File: src/hdl/tmws_pkg.sv
// Shared types, constants and codes of the trimmed-mean weighted smoother.
`default_nettype none

package tmws_pkg;

    // Parameter defaults
    localparam int CHANNELS_DEF = 4;
    localparam int SAMPLES_DEF  = 20;

    // Field and state widths
    localparam int ACTION_W   = 2;
    localparam int CHAN_W     = 2;
    localparam int SAMPLE_W   = 8;
    localparam int SUM_W      = 13;
    localparam int CNT_W      = 5;
    localparam int HIST_DEPTH = 5;
    localparam int WSUM_W     = 12;

    // Command queue between front and back (depth is a power of two)
    localparam int QUEUE_DEPTH = 2;
    localparam int QPTR_W      = 1;
    localparam int QCNT_W      = 2;

    // Shared reciprocal multiplier: quotient = (x * recip) >> shift
    localparam int MUL_A_W = 13;
    localparam int MUL_B_W = 19;
    localparam int PROD_W  = 32;
    localparam int TRIM_SH = 18;
    localparam int TEN_SH  = 16;
    localparam logic [MUL_B_W-1:0] TEN_RECIP = 19'd6554;

    localparam logic [SAMPLE_W-1:0] MIN_INIT = 8'hFF;

    // Input action codes
    localparam logic [ACTION_W-1:0] ACT_SAMPLE = 2'd0;
    localparam logic [ACTION_W-1:0] ACT_CLOSE  = 2'd1;
    localparam logic [ACTION_W-1:0] ACT_EMIT   = 2'd2;

    typedef enum logic [1:0] {
        OP_SAMPLE,
        OP_CLOSE,
        OP_EMIT
    } t_op;

    typedef struct packed {
        t_op                 op;
        logic [CHAN_W-1:0]   channel;
        logic [SAMPLE_W-1:0] sample;
    } t_cmd;

    typedef struct packed {
        logic valid;
        t_cmd cmd;
    } t_head;

    typedef enum logic [2:0] {
        ST_IDLE,
        ST_CLOSE_DIFF,
        ST_CLOSE_MUL,
        ST_CLOSE_WR,
        ST_STATUS,
        ST_EMIT_SUM,
        ST_EMIT_MUL,
        ST_EMIT_OUT
    } t_state;

endpackage

`default_nettype wire

File: src/hdl/tmws_front.sv
// Front end: accept and classify input transactions, queue commands for the back end.
`default_nettype none

module tmws_front #(
    parameter int CHANNELS = tmws_pkg::CHANNELS_DEF
) (
    input  wire logic                          i_clk,
    input  wire logic                          i_rst_n,
    input  wire logic                          i_valid,
    output logic                               o_ready,
    input  wire logic [tmws_pkg::ACTION_W-1:0] i_action,
    input  wire logic [tmws_pkg::CHAN_W-1:0]   i_channel,
    input  wire logic [tmws_pkg::SAMPLE_W-1:0] i_sample,
    output tmws_pkg::t_head                    o_head,
    input  wire logic                          i_pop
);

    tmws_pkg::t_cmd in_cmd;
    logic           keep;
    logic           push;
    logic           pop;

    tmws_pkg::t_cmd                  r_q [tmws_pkg::QUEUE_DEPTH];
    logic [tmws_pkg::QCNT_W-1:0]     r_cnt;
    logic [tmws_pkg::QPTR_W-1:0]     r_wp;
    logic [tmws_pkg::QPTR_W-1:0]     r_rp;

    // Classify: drop unused action codes and samples for absent channels
    always_comb begin
        in_cmd.op      = tmws_pkg::OP_SAMPLE;
        in_cmd.channel = i_channel;
        in_cmd.sample  = i_sample;
        keep           = 1'b0;
        unique case (i_action)
            tmws_pkg::ACT_SAMPLE: begin
                in_cmd.op = tmws_pkg::OP_SAMPLE;
                keep      = (int'(i_channel) < CHANNELS);
            end
            tmws_pkg::ACT_CLOSE: begin
                in_cmd.op = tmws_pkg::OP_CLOSE;
                keep      = 1'b1;
            end
            tmws_pkg::ACT_EMIT: begin
                in_cmd.op = tmws_pkg::OP_EMIT;
                keep      = 1'b1;
            end
            default: begin
                keep = 1'b0;
            end
        endcase
    end

    assign o_ready = (r_cnt != tmws_pkg::QCNT_W'(tmws_pkg::QUEUE_DEPTH));
    assign push    = i_valid && o_ready && keep;
    assign pop     = i_pop && (r_cnt != '0);

    always_ff @(posedge i_clk) begin
        if (!i_rst_n) begin
            r_cnt <= '0;
            r_wp  <= '0;
            r_rp  <= '0;
        end else begin
            if (push) begin
                r_wp <= r_wp + 1'b1;
            end
            if (pop) begin
                r_rp <= r_rp + 1'b1;
            end
            if (push && !pop) begin
                r_cnt <= r_cnt + 1'b1;
            end else if (pop && !push) begin
                r_cnt <= r_cnt - 1'b1;
            end
        end
    end

    always_ff @(posedge i_clk) begin
        if (push) begin
            r_q[r_wp] <= in_cmd;
        end
    end

    assign o_head.valid = (r_cnt != '0);
    assign o_head.cmd   = r_q[r_rp];

    a_push_grows: assert property (@(posedge i_clk) disable iff (!i_rst_n)
        (push && !pop) |=> (r_cnt == $past(r_cnt) + 1'b1))
        else $error("queue count did not grow on a push");

endmodule

`default_nettype wire

File: src/hdl/tmws_back.sv
// Back end: per-channel accumulators, history, shared reciprocal multiplier, result register.
`default_nettype none

module tmws_back #(
    parameter int CHANNELS = tmws_pkg::CHANNELS_DEF,
    parameter int SAMPLES  = tmws_pkg::SAMPLES_DEF
) (
    input  wire logic                          i_clk,
    input  wire logic                          i_rst_n,
    input  tmws_pkg::t_head                    i_head,
    output logic                               o_pop,
    output logic                               o_valid,
    input  wire logic                          i_ready,
    output logic                               o_kind,
    output logic [tmws_pkg::CHAN_W-1:0]        o_out_channel,
    output logic [tmws_pkg::SAMPLE_W-1:0]      o_value,
    output logic                               o_frame_status,
    output logic                               o_last
);

    localparam int CH_W     = (CHANNELS > 1) ? $clog2(CHANNELS) : 1;
    localparam int TRIM_DIV = SAMPLES - 2;
    localparam logic [CH_W-1:0] LAST_CH = CH_W'(CHANNELS - 1);
    localparam logic [tmws_pkg::CNT_W-1:0] FULL_CNT = tmws_pkg::CNT_W'(SAMPLES);
    localparam logic [tmws_pkg::MUL_B_W-1:0] TRIM_RECIP =
        tmws_pkg::MUL_B_W'(((1 << tmws_pkg::TRIM_SH) + TRIM_DIV - 1) / TRIM_DIV);

    tmws_pkg::t_state r_state, n_state;
    logic [CH_W-1:0]  r_ch, n_ch;
    logic             r_incomp, n_incomp;

    logic [tmws_pkg::SUM_W-1:0]    r_sum [CHANNELS];
    logic [tmws_pkg::SAMPLE_W-1:0] r_max [CHANNELS];
    logic [tmws_pkg::SAMPLE_W-1:0] r_min [CHANNELS];
    logic [tmws_pkg::CNT_W-1:0]    r_cnt [CHANNELS];
    logic [tmws_pkg::SAMPLE_W-1:0] r_hist [CHANNELS][tmws_pkg::HIST_DEPTH];

    logic [tmws_pkg::SUM_W-1:0]  r_diff;
    logic                        r_full;
    logic [tmws_pkg::WSUM_W-1:0] r_wsum;
    logic [tmws_pkg::PROD_W-1:0] r_prod;

    logic                          r_ovalid;
    logic                          r_okind;
    logic [tmws_pkg::CHAN_W-1:0]   r_ochan;
    logic [tmws_pkg::SAMPLE_W-1:0] r_oval;
    logic                          r_ostat;
    logic                          r_olast;

    logic [CH_W-1:0]               acc_idx;
    logic [tmws_pkg::SUM_W-1:0]    cur_sum;
    logic [tmws_pkg::SAMPLE_W-1:0] cur_max;
    logic [tmws_pkg::SAMPLE_W-1:0] cur_min;
    logic [tmws_pkg::CNT_W-1:0]    cur_cnt;
    logic [tmws_pkg::SAMPLE_W-1:0] smp;
    logic [tmws_pkg::SUM_W-1:0]    upd_sum;
    logic [tmws_pkg::SAMPLE_W-1:0] upd_max;
    logic [tmws_pkg::SAMPLE_W-1:0] upd_min;
    logic [tmws_pkg::WSUM_W-1:0]   wsum;
    logic [tmws_pkg::MUL_A_W-1:0]  mul_a;
    logic [tmws_pkg::MUL_B_W-1:0]  mul_b;
    logic [tmws_pkg::PROD_W-1:0]   mul_p;
    logic [tmws_pkg::SAMPLE_W-1:0] trim_q;
    logic [tmws_pkg::SAMPLE_W-1:0] ten_q;

    logic                          out_free;
    logic                          out_load;
    logic                          acc_upd;
    logic                          acc_clr;
    logic                          hist_we;
    logic                          out_kind;
    logic [tmws_pkg::CHAN_W-1:0]   out_chan;
    logic [tmws_pkg::SAMPLE_W-1:0] out_val;
    logic                          out_stat;
    logic                          out_last;

    // Accumulator row: queue head channel while idle, walk counter otherwise
    assign acc_idx = (r_state == tmws_pkg::ST_IDLE) ? CH_W'(i_head.cmd.channel) : r_ch;
    assign cur_sum = r_sum[acc_idx];
    assign cur_max = r_max[acc_idx];
    assign cur_min = r_min[acc_idx];
    assign cur_cnt = r_cnt[acc_idx];

    assign smp     = i_head.cmd.sample;
    assign upd_sum = cur_sum + tmws_pkg::SUM_W'(smp);
    assign upd_max = (smp > cur_max) ? smp : cur_max;
    assign upd_min = (smp < cur_min) ? smp : cur_min;

    // 5*h0 + 2*h1 + h2 + h3 + h4
    assign wsum = (tmws_pkg::WSUM_W'(r_hist[r_ch][0]) << 2)
                + tmws_pkg::WSUM_W'(r_hist[r_ch][0])
                + (tmws_pkg::WSUM_W'(r_hist[r_ch][1]) << 1)
                + tmws_pkg::WSUM_W'(r_hist[r_ch][2])
                + tmws_pkg::WSUM_W'(r_hist[r_ch][3])
                + tmws_pkg::WSUM_W'(r_hist[r_ch][4]);

    // One multiplier serves both divisions by a constant
    assign mul_a = (r_state == tmws_pkg::ST_EMIT_MUL) ?
                   tmws_pkg::MUL_A_W'(r_wsum) : tmws_pkg::MUL_A_W'(r_diff);
    assign mul_b = (r_state == tmws_pkg::ST_EMIT_MUL) ? tmws_pkg::TEN_RECIP : TRIM_RECIP;
    assign mul_p = tmws_pkg::PROD_W'(mul_a) * tmws_pkg::PROD_W'(mul_b);

    assign trim_q = r_prod[tmws_pkg::TRIM_SH +: tmws_pkg::SAMPLE_W];
    assign ten_q  = r_prod[tmws_pkg::TEN_SH +: tmws_pkg::SAMPLE_W];

    assign out_free = !r_ovalid || i_ready;

    always_ff @(posedge i_clk) begin
        if (!i_rst_n) begin
            r_state  <= tmws_pkg::ST_IDLE;
            r_ch     <= '0;
            r_incomp <= 1'b0;
        end else begin
            r_state  <= n_state;
            r_ch     <= n_ch;
            r_incomp <= n_incomp;
        end
    end

    always_comb begin
        n_state  = r_state;
        n_ch     = r_ch;
        n_incomp = r_incomp;
        o_pop    = 1'b0;
        acc_upd  = 1'b0;
        acc_clr  = 1'b0;
        hist_we  = 1'b0;
        out_load = 1'b0;
        out_kind = 1'b0;
        out_chan = '0;
        out_val  = '0;
        out_stat = 1'b0;
        out_last = 1'b0;
        unique case (r_state)
            tmws_pkg::ST_IDLE: begin
                if (i_head.valid) begin
                    o_pop = 1'b1;
                    unique case (i_head.cmd.op)
                        tmws_pkg::OP_SAMPLE: begin
                            acc_upd = (cur_cnt < FULL_CNT);
                        end
                        tmws_pkg::OP_CLOSE: begin
                            n_ch     = '0;
                            n_incomp = 1'b0;
                            n_state  = tmws_pkg::ST_CLOSE_DIFF;
                        end
                        tmws_pkg::OP_EMIT: begin
                            n_ch    = '0;
                            n_state = tmws_pkg::ST_EMIT_SUM;
                        end
                        default: begin
                            n_state = tmws_pkg::ST_IDLE;
                        end
                    endcase
                end
            end
            tmws_pkg::ST_CLOSE_DIFF: begin
                n_state = tmws_pkg::ST_CLOSE_MUL;
            end
            tmws_pkg::ST_CLOSE_MUL: begin
                n_state = tmws_pkg::ST_CLOSE_WR;
            end
            tmws_pkg::ST_CLOSE_WR: begin
                hist_we  = 1'b1;
                acc_clr  = 1'b1;
                n_incomp = r_incomp || !r_full;
                if (r_ch == LAST_CH) begin
                    n_state = tmws_pkg::ST_STATUS;
                end else begin
                    n_ch    = r_ch + 1'b1;
                    n_state = tmws_pkg::ST_CLOSE_DIFF;
                end
            end
            tmws_pkg::ST_STATUS: begin
                out_stat = r_incomp;
                out_last = 1'b1;
                if (out_free) begin
                    out_load = 1'b1;
                    n_state  = tmws_pkg::ST_IDLE;
                end
            end
            tmws_pkg::ST_EMIT_SUM: begin
                n_state = tmws_pkg::ST_EMIT_MUL;
            end
            tmws_pkg::ST_EMIT_MUL: begin
                n_state = tmws_pkg::ST_EMIT_OUT;
            end
            tmws_pkg::ST_EMIT_OUT: begin
                out_kind = 1'b1;
                out_chan = tmws_pkg::CHAN_W'(r_ch);
                out_val  = ten_q;
                out_last = (r_ch == LAST_CH);
                if (out_free) begin
                    out_load = 1'b1;
                    if (r_ch == LAST_CH) begin
                        n_state = tmws_pkg::ST_IDLE;
                    end else begin
                        n_ch    = r_ch + 1'b1;
                        n_state = tmws_pkg::ST_EMIT_SUM;
                    end
                end
            end
        endcase
    end

    // Accumulators and history
    always_ff @(posedge i_clk) begin
        if (!i_rst_n) begin
            for (int c = 0; c < CHANNELS; c++) begin
                r_sum[c] <= '0;
                r_max[c] <= '0;
                r_min[c] <= tmws_pkg::MIN_INIT;
                r_cnt[c] <= '0;
                for (int k = 0; k < tmws_pkg::HIST_DEPTH; k++) begin
                    r_hist[c][k] <= '0;
                end
            end
        end else begin
            if (acc_upd) begin
                r_sum[acc_idx] <= upd_sum;
                r_max[acc_idx] <= upd_max;
                r_min[acc_idx] <= upd_min;
                r_cnt[acc_idx] <= cur_cnt + 1'b1;
            end
            if (acc_clr) begin
                r_sum[r_ch] <= '0;
                r_max[r_ch] <= '0;
                r_min[r_ch] <= tmws_pkg::MIN_INIT;
                r_cnt[r_ch] <= '0;
            end
            if (hist_we) begin
                for (int k = tmws_pkg::HIST_DEPTH - 1; k > 0; k--) begin
                    r_hist[r_ch][k] <= r_hist[r_ch][k-1];
                end
                // An incomplete channel repeats its newest value
                r_hist[r_ch][0] <= r_full ? trim_q : r_hist[r_ch][0];
            end
        end
    end

    // Datapath registers
    always_ff @(posedge i_clk) begin
        if (r_state == tmws_pkg::ST_CLOSE_DIFF) begin
            r_diff <= cur_sum - tmws_pkg::SUM_W'(cur_max) - tmws_pkg::SUM_W'(cur_min);
            r_full <= (cur_cnt == FULL_CNT);
        end
        if (r_state == tmws_pkg::ST_EMIT_SUM) begin
            r_wsum <= wsum;
        end
        // Capture the product only in the multiply states; hold it while a result waits
        if ((r_state == tmws_pkg::ST_CLOSE_MUL) || (r_state == tmws_pkg::ST_EMIT_MUL)) begin
            r_prod <= mul_p;
        end
    end

    // Result register
    always_ff @(posedge i_clk) begin
        if (!i_rst_n) begin
            r_ovalid <= 1'b0;
        end else if (out_load) begin
            r_ovalid <= 1'b1;
        end else if (i_ready) begin
            r_ovalid <= 1'b0;
        end
    end

    always_ff @(posedge i_clk) begin
        if (out_load) begin
            r_okind <= out_kind;
            r_ochan <= out_chan;
            r_oval  <= out_val;
            r_ostat <= out_stat;
            r_olast <= out_last;
        end
    end

    assign o_valid        = r_ovalid;
    assign o_kind         = r_okind;
    assign o_out_channel  = r_ochan;
    assign o_value        = r_oval;
    assign o_frame_status = r_ostat;
    assign o_last         = r_olast;

    a_ch_range: assert property (@(posedge i_clk) disable iff (!i_rst_n)
        r_ch <= LAST_CH)
        else $error("channel walk out of range");

    a_status_shape: assert property (@(posedge i_clk) disable iff (!i_rst_n)
        (r_ovalid && !r_okind) |-> (r_olast && (r_oval == '0) && (r_ochan == '0)))
        else $error("status result malformed");

    for (genvar g = 0; g < CHANNELS; g++) begin : g_cnt_chk
        a_cnt_cap: assert property (@(posedge i_clk) disable iff (!i_rst_n)
            r_cnt[g] <= FULL_CNT)
            else $error("sample count above frame size");
    end

endmodule

`default_nettype wire

File: src/hdl/trimmed_mean_weighted_smoother.sv
// Top level of the trimmed-mean weighted smoother: front queue plus back-end sequencer.
// Order: a sample updates its channel when the back end pops it from the queue; a frame close
// walks every channel (difference, shared reciprocal multiply, history write), then presents
// its status result; an emit walks every channel (weighted sum, shared reciprocal multiply, load).
// Throughput: one sample per cycle while the back end is idle and not walking a close or emit.
// Reset (i_rst_n low, synchronous) clears the queue, accumulators, history and result register.
`default_nettype none

module trimmed_mean_weighted_smoother #(
    parameter int CHANNELS = tmws_pkg::CHANNELS_DEF,
    parameter int SAMPLES  = tmws_pkg::SAMPLES_DEF
) (
    input  wire logic                          i_clk,
    input  wire logic                          i_rst_n,
    // input transactions
    input  wire logic                          i_valid,
    output logic                               o_ready,
    input  wire logic [tmws_pkg::ACTION_W-1:0] i_action,
    input  wire logic [tmws_pkg::CHAN_W-1:0]   i_channel,
    input  wire logic [tmws_pkg::SAMPLE_W-1:0] i_sample,
    // result transactions
    output logic                               o_valid,
    input  wire logic                          i_ready,
    output logic                               o_kind,
    output logic [tmws_pkg::CHAN_W-1:0]        o_out_channel,
    output logic [tmws_pkg::SAMPLE_W-1:0]      o_value,
    output logic                               o_frame_status,
    output logic                               o_last
);

    // Queue head toward the back end, and its pop strobe
    tmws_pkg::t_head head;
    logic            pop;

    // Front: classify actions, drop unused codes and absent channels, queue the rest
    tmws_front #(
        .CHANNELS (CHANNELS)
    ) u_front (
        .i_clk     (i_clk),
        .i_rst_n   (i_rst_n),
        .i_valid   (i_valid),
        .o_ready   (o_ready),
        .i_action  (i_action),
        .i_channel (i_channel),
        .i_sample  (i_sample),
        .o_head    (head),
        .i_pop     (pop)
    );

    // Back: update accumulators, walk channels on close and emit, hold the result
    tmws_back #(
        .CHANNELS (CHANNELS),
        .SAMPLES  (SAMPLES)
    ) u_back (
        .i_clk          (i_clk),
        .i_rst_n        (i_rst_n),
        .i_head         (head),
        .o_pop          (pop),
        .o_valid        (o_valid),
        .i_ready        (i_ready),
        .o_kind         (o_kind),
        .o_out_channel  (o_out_channel),
        .o_value        (o_value),
        .o_frame_status (o_frame_status),
        .o_last         (o_last)
    );

endmodule

`default_nettype wire
File: config.mk
export PLATFORM = sky130hd
export DESIGN_NAME = trimmed_mean_weighted_smoother
export DESIGN_NICKNAME = d
export VERILOG_FILES = /design/src/hdl/tmws_pkg.sv /design/src/hdl/tmws_front.sv /design/src/hdl/tmws_back.sv /design/src/hdl/trimmed_mean_weighted_smoother.sv
export SDC_FILE = /design/constraint.sdc
export NUM_CORES = 1
export LEC_CHECK = 0
export BUFFER_PORTS_ARGS = -buffer_cell sky130_fd_sc_hd__buf_2
export CORE_MARGIN = 8
export CORE_UTILIZATION = 35
export CTS_BUF_LIST = sky130_fd_sc_hd__clkbuf_4 sky130_fd_sc_hd__clkbuf_8
export DETAILED_ROUTE_END_ITERATION = 12
export PLACE_DENSITY = 0.52
export SYNTH_ARGS = -nofsm -noshare
export SYNTH_HDL_FRONTEND = slang
export SYNTH_SLANG_ARGS = --single-unit
File: constraint.sdc
create_clock -name i_clk -period 7.34 [get_ports i_clk]
set_clock_uncertainty 0.2 [all_clocks]
set_input_delay 1.101 -clock i_clk [delete_from_list [all_inputs] [get_ports i_clk]]
set_output_delay 1.101 -clock i_clk [all_outputs]
set_load 0.02 [all_outputs]
==> results.yml <==
timing:
  setup_ws_ns: 0.6956
  max_freq_mhz: 150.5
  relSlewSlack: 0.2233
  max_slew.worst_pin.slew_ns: 1.161
  layout_min_cycle_time_ns: 6.644
  hold_viol_final: 0
  fin_crit_sh: 0.9052
  rsz0062_at_grt: "false"
  holdWs_ns: 0.3142
  setup_viol: 0
  setup_tns_ns: 0
  report.final.slew_viol_count: 0
synthesis:
  synth_ff_type: "edfxtp_1"
  syn_inst: 1800
  syn-cell-area_mm2: 0.02281
  synthArstFlopShare: 0
  avgSynthCellArea_um2: 12.67
  ys_top_cells_by_area: "edfxtp_1, fa_1, ha_1"
  yosys_warnings: 0
  ys_seq_area_frac: 0.4981
  ys_ff_latch: 383
  synth_top_area_cell: "edfxtp_1"
  yosysUniqueCellTypes: 64
  synth_edf_count: 369
  yosysTopAreaCellShare: 0.4858
cts:
  clock-sinks: 383
  ctsHtreeMaxLevel: 3
  post_cts_resized: 0
  cts_buffers: 71
  clock-root-buffer: "clkbuf_8"
  post-cts-setup-buffers: 0
  clk_pin_slew_ns: 0.06
  clk_latency_ns: 0.63
  cts_hold_buf: 0
  cts_tree: "done"
  cts_buffer_depth: 3
placed_design:
  port_buffers: 30
  gp_congestion: 0.8374
  hpwlAfterDp_um: 36570
  place_ws_ns: 0.6510
detailed_routing:
  wire_per_inst_um: 19.30
  drcViolationCount: 0
  ant_nets: 0
  via_per_inst: 4.866
  drt_pass1_iterations: 5
  drt_iter0_markers: 838
  routed_wl_um: 53570
  vias: 13500
global_routing:
  grt_usage: 0.1465
  grt_busiest_layer: "met2"
  grt.overflow.total: 0
  globalRouteMet3Util: 0.02506
  grt_pass1_wl_um: 84710
  grt_max_degree: 41
  met1_usage: 0.1950
  antenna_found_initial: 3
  grt_pass1_vias: 14700
  met2_usage: 0.2464
worst_setup_path:
  required_ns: 7.51
  cp_slowest_cell: "a221oi_1"
  crit_family: "adder cells"
  worstPathCellList: "inv_1 -> ha_1 -> nand2_1 -> nand2_1 -> nand2_1 -> inv_1 -> fa_1 -> fa_1 -> inv_1 -> fa_1 -> inv_1 -> fa_1 -> fa_1 -> inv_1 -> ha_1 -> a2111oi_0 -> o21ai_0 -> a221oi_1 -> a211o_1 -> a311oi_1 -> o21a_1 -> nor2_1 -> xnor2_1"
  critPathMaxStageDelay_ns: 0.55
  start_kind: "register"
  cp-end-kind: "register"
  timing_worst_setup_path_type: "register to register"
  crit_fanout: 14
  worst-path-buf-inv: 5
  arrival_ns: 6.82
outcome:
  status: "completed"
floorplanning:
  rows: 93
  dieArea_mm2: 0.07359
  initial_core_util: 0.3538
  ioPinCount: 31
  design.core.area_mm2: 0.06446
  die_w_um: 271.3
  die_y_um: 271.3
layout:
  drive_gt1_frac: 0.1461
  fin_nets: 2149
  fill_cells: 6201
  area_growth_pct: 11.55
min_path:
  hp-class: "register to register"
flow_run:
  drv_cap: 0
-- logic make-up (layout without fill, tap and decap cells) --
logic type | Yosys count | count (layout) | synth area share
flip-flops | 383 | 383 | 0.4981
other | 2 | 10 | 0.0003293
AO/OA/AOI/OAI | 173 | 173 | 0.05184
AND/OR/NAND/NOR | 478 | 478 | 0.1025
buffers and inverters | 323 | 435 | 0.05541
multiplexers | 128 | 128 | 0.09025
XOR/XNOR | 45 | 45 | 0.01728
adder cells (fa/ha/maj) | 268 | 268 | 0.1842
-- cell usage in the layout, fill, tap and decap left out, drive strengths merged, types with 44 or more instances in the layout --
cell | netlist | routed
mux2i | 48 | 48
buf | 29 | 57
ha | 155 | 155
edfxtp | 369 | 369
inv | 253 | 255
nand2 | 111 | 111
fa | 113 | 113
and2 | 89 | 89
nor2 | 151 | 151
clkbuf | 41 | 110
and3 | 44 | 44
mux4 | 59 | 59
-- state kept, by name, summed over array words and instances, names as in the netlist, 2 cells and up, named ones only --
name,flops
u_back.o_value,8
u_back.r_sum,52
u_back.r_max,32
u_back.r_wsum,12
u_back.o_out_channel,2
u_back.r_hist,160
u_back.r_cnt,20
u_back.r_diff,13
u_front.r_cnt,2
u_back.r_state,3
u_back.r_prod,10
u_front.r_q,24
u_back.r_min,32
u_back.r_ch,2
-- area by class of cell --
type / instances / area [um2] / area share
sequential: 383 / 11360 / 0.4467
multi-input combinational: 1099 / 10240 / 0.4024
clock buffer: 110 / 1339 / 0.05262
tap: 855 / 1070 / 0.04205
inverter: 253 / 949.7 / 0.03733
timing repair buffer: 57 / 365.4 / 0.01436
clock inverter: 15 / 110.1 / 0.004328
antenna: 3 / 7.507 / 0.0002951
-- per-layer routing --
metal | wire length (um) | share of wire
met4 | 835 | 0.016
met2 | 25940 | 0.48
met3 | 1986 | 0.037
met5 | 0 | 0
met1 | 24810 | 0.46
-- synthesized netlist by cell type (17+ instances only) --
library cell / number
nand2_1: 111
clkbuf_1: 41
nor2_1: 149
inv_1: 253
buf_2: 17
mux2_2: 21
xnor2_1: 35
fa_1: 113
edfxtp_1: 369
a21o_1: 21
and2_1: 89
o21ai_0: 25
a211oi_1: 27
mux4_2: 59
mux2i_1: 47
ha_1: 155
nand3_1: 29
a21oi_1: 42
and3_1: 44
-- tightest hold or removal path, cell delays in order, from the launching register on --
cell	delay, ns
dfxtp_1	0.32
o21ai_0	0.06
a21boi_0	0.07
-- worst paths after layout --
| path | slack, ns | to | depth (start not counted) | from |
|---|---|---|---|---|
| hold reg to reg | 0.31 | u_front.r_cnt[1]$_SDFFE_PN0P_ | 2 | u_front.r_cnt[1]$_SDFFE_PN0P_ |
| setup / recovery | 0.70 | u_back.r_prod[24]$_DFFE_PP_ | 23 | u_back.r_state[0]$_SDFFE_PN0P_ |
| hold / removal | 0.31 | u_front.r_cnt[1]$_SDFFE_PN0P_ | 2 | u_front.r_cnt[1]$_SDFFE_PN0P_ |
| setup reg to reg | 0.70 | u_back.r_prod[24]$_DFFE_PP_ | 23 | u_back.r_state[0]$_SDFFE_PN0P_ |
-- stage by stage --
stage          instance area (um2)  cells    util
3_5_place_dp                 23980   2647  0.3721
5_1_grt                      25430   2772  0.3945
6_report                     25440   2775  0.3946
4_1_cts                      25430   2772  0.3945
2_1_floorplan                22830   1805       -
3_3_place_gp                 23980   2647  0.3721
Power is not shown: default switching activity piles up to over one toggle a cycle in this logic, so the estimate is an artifact.
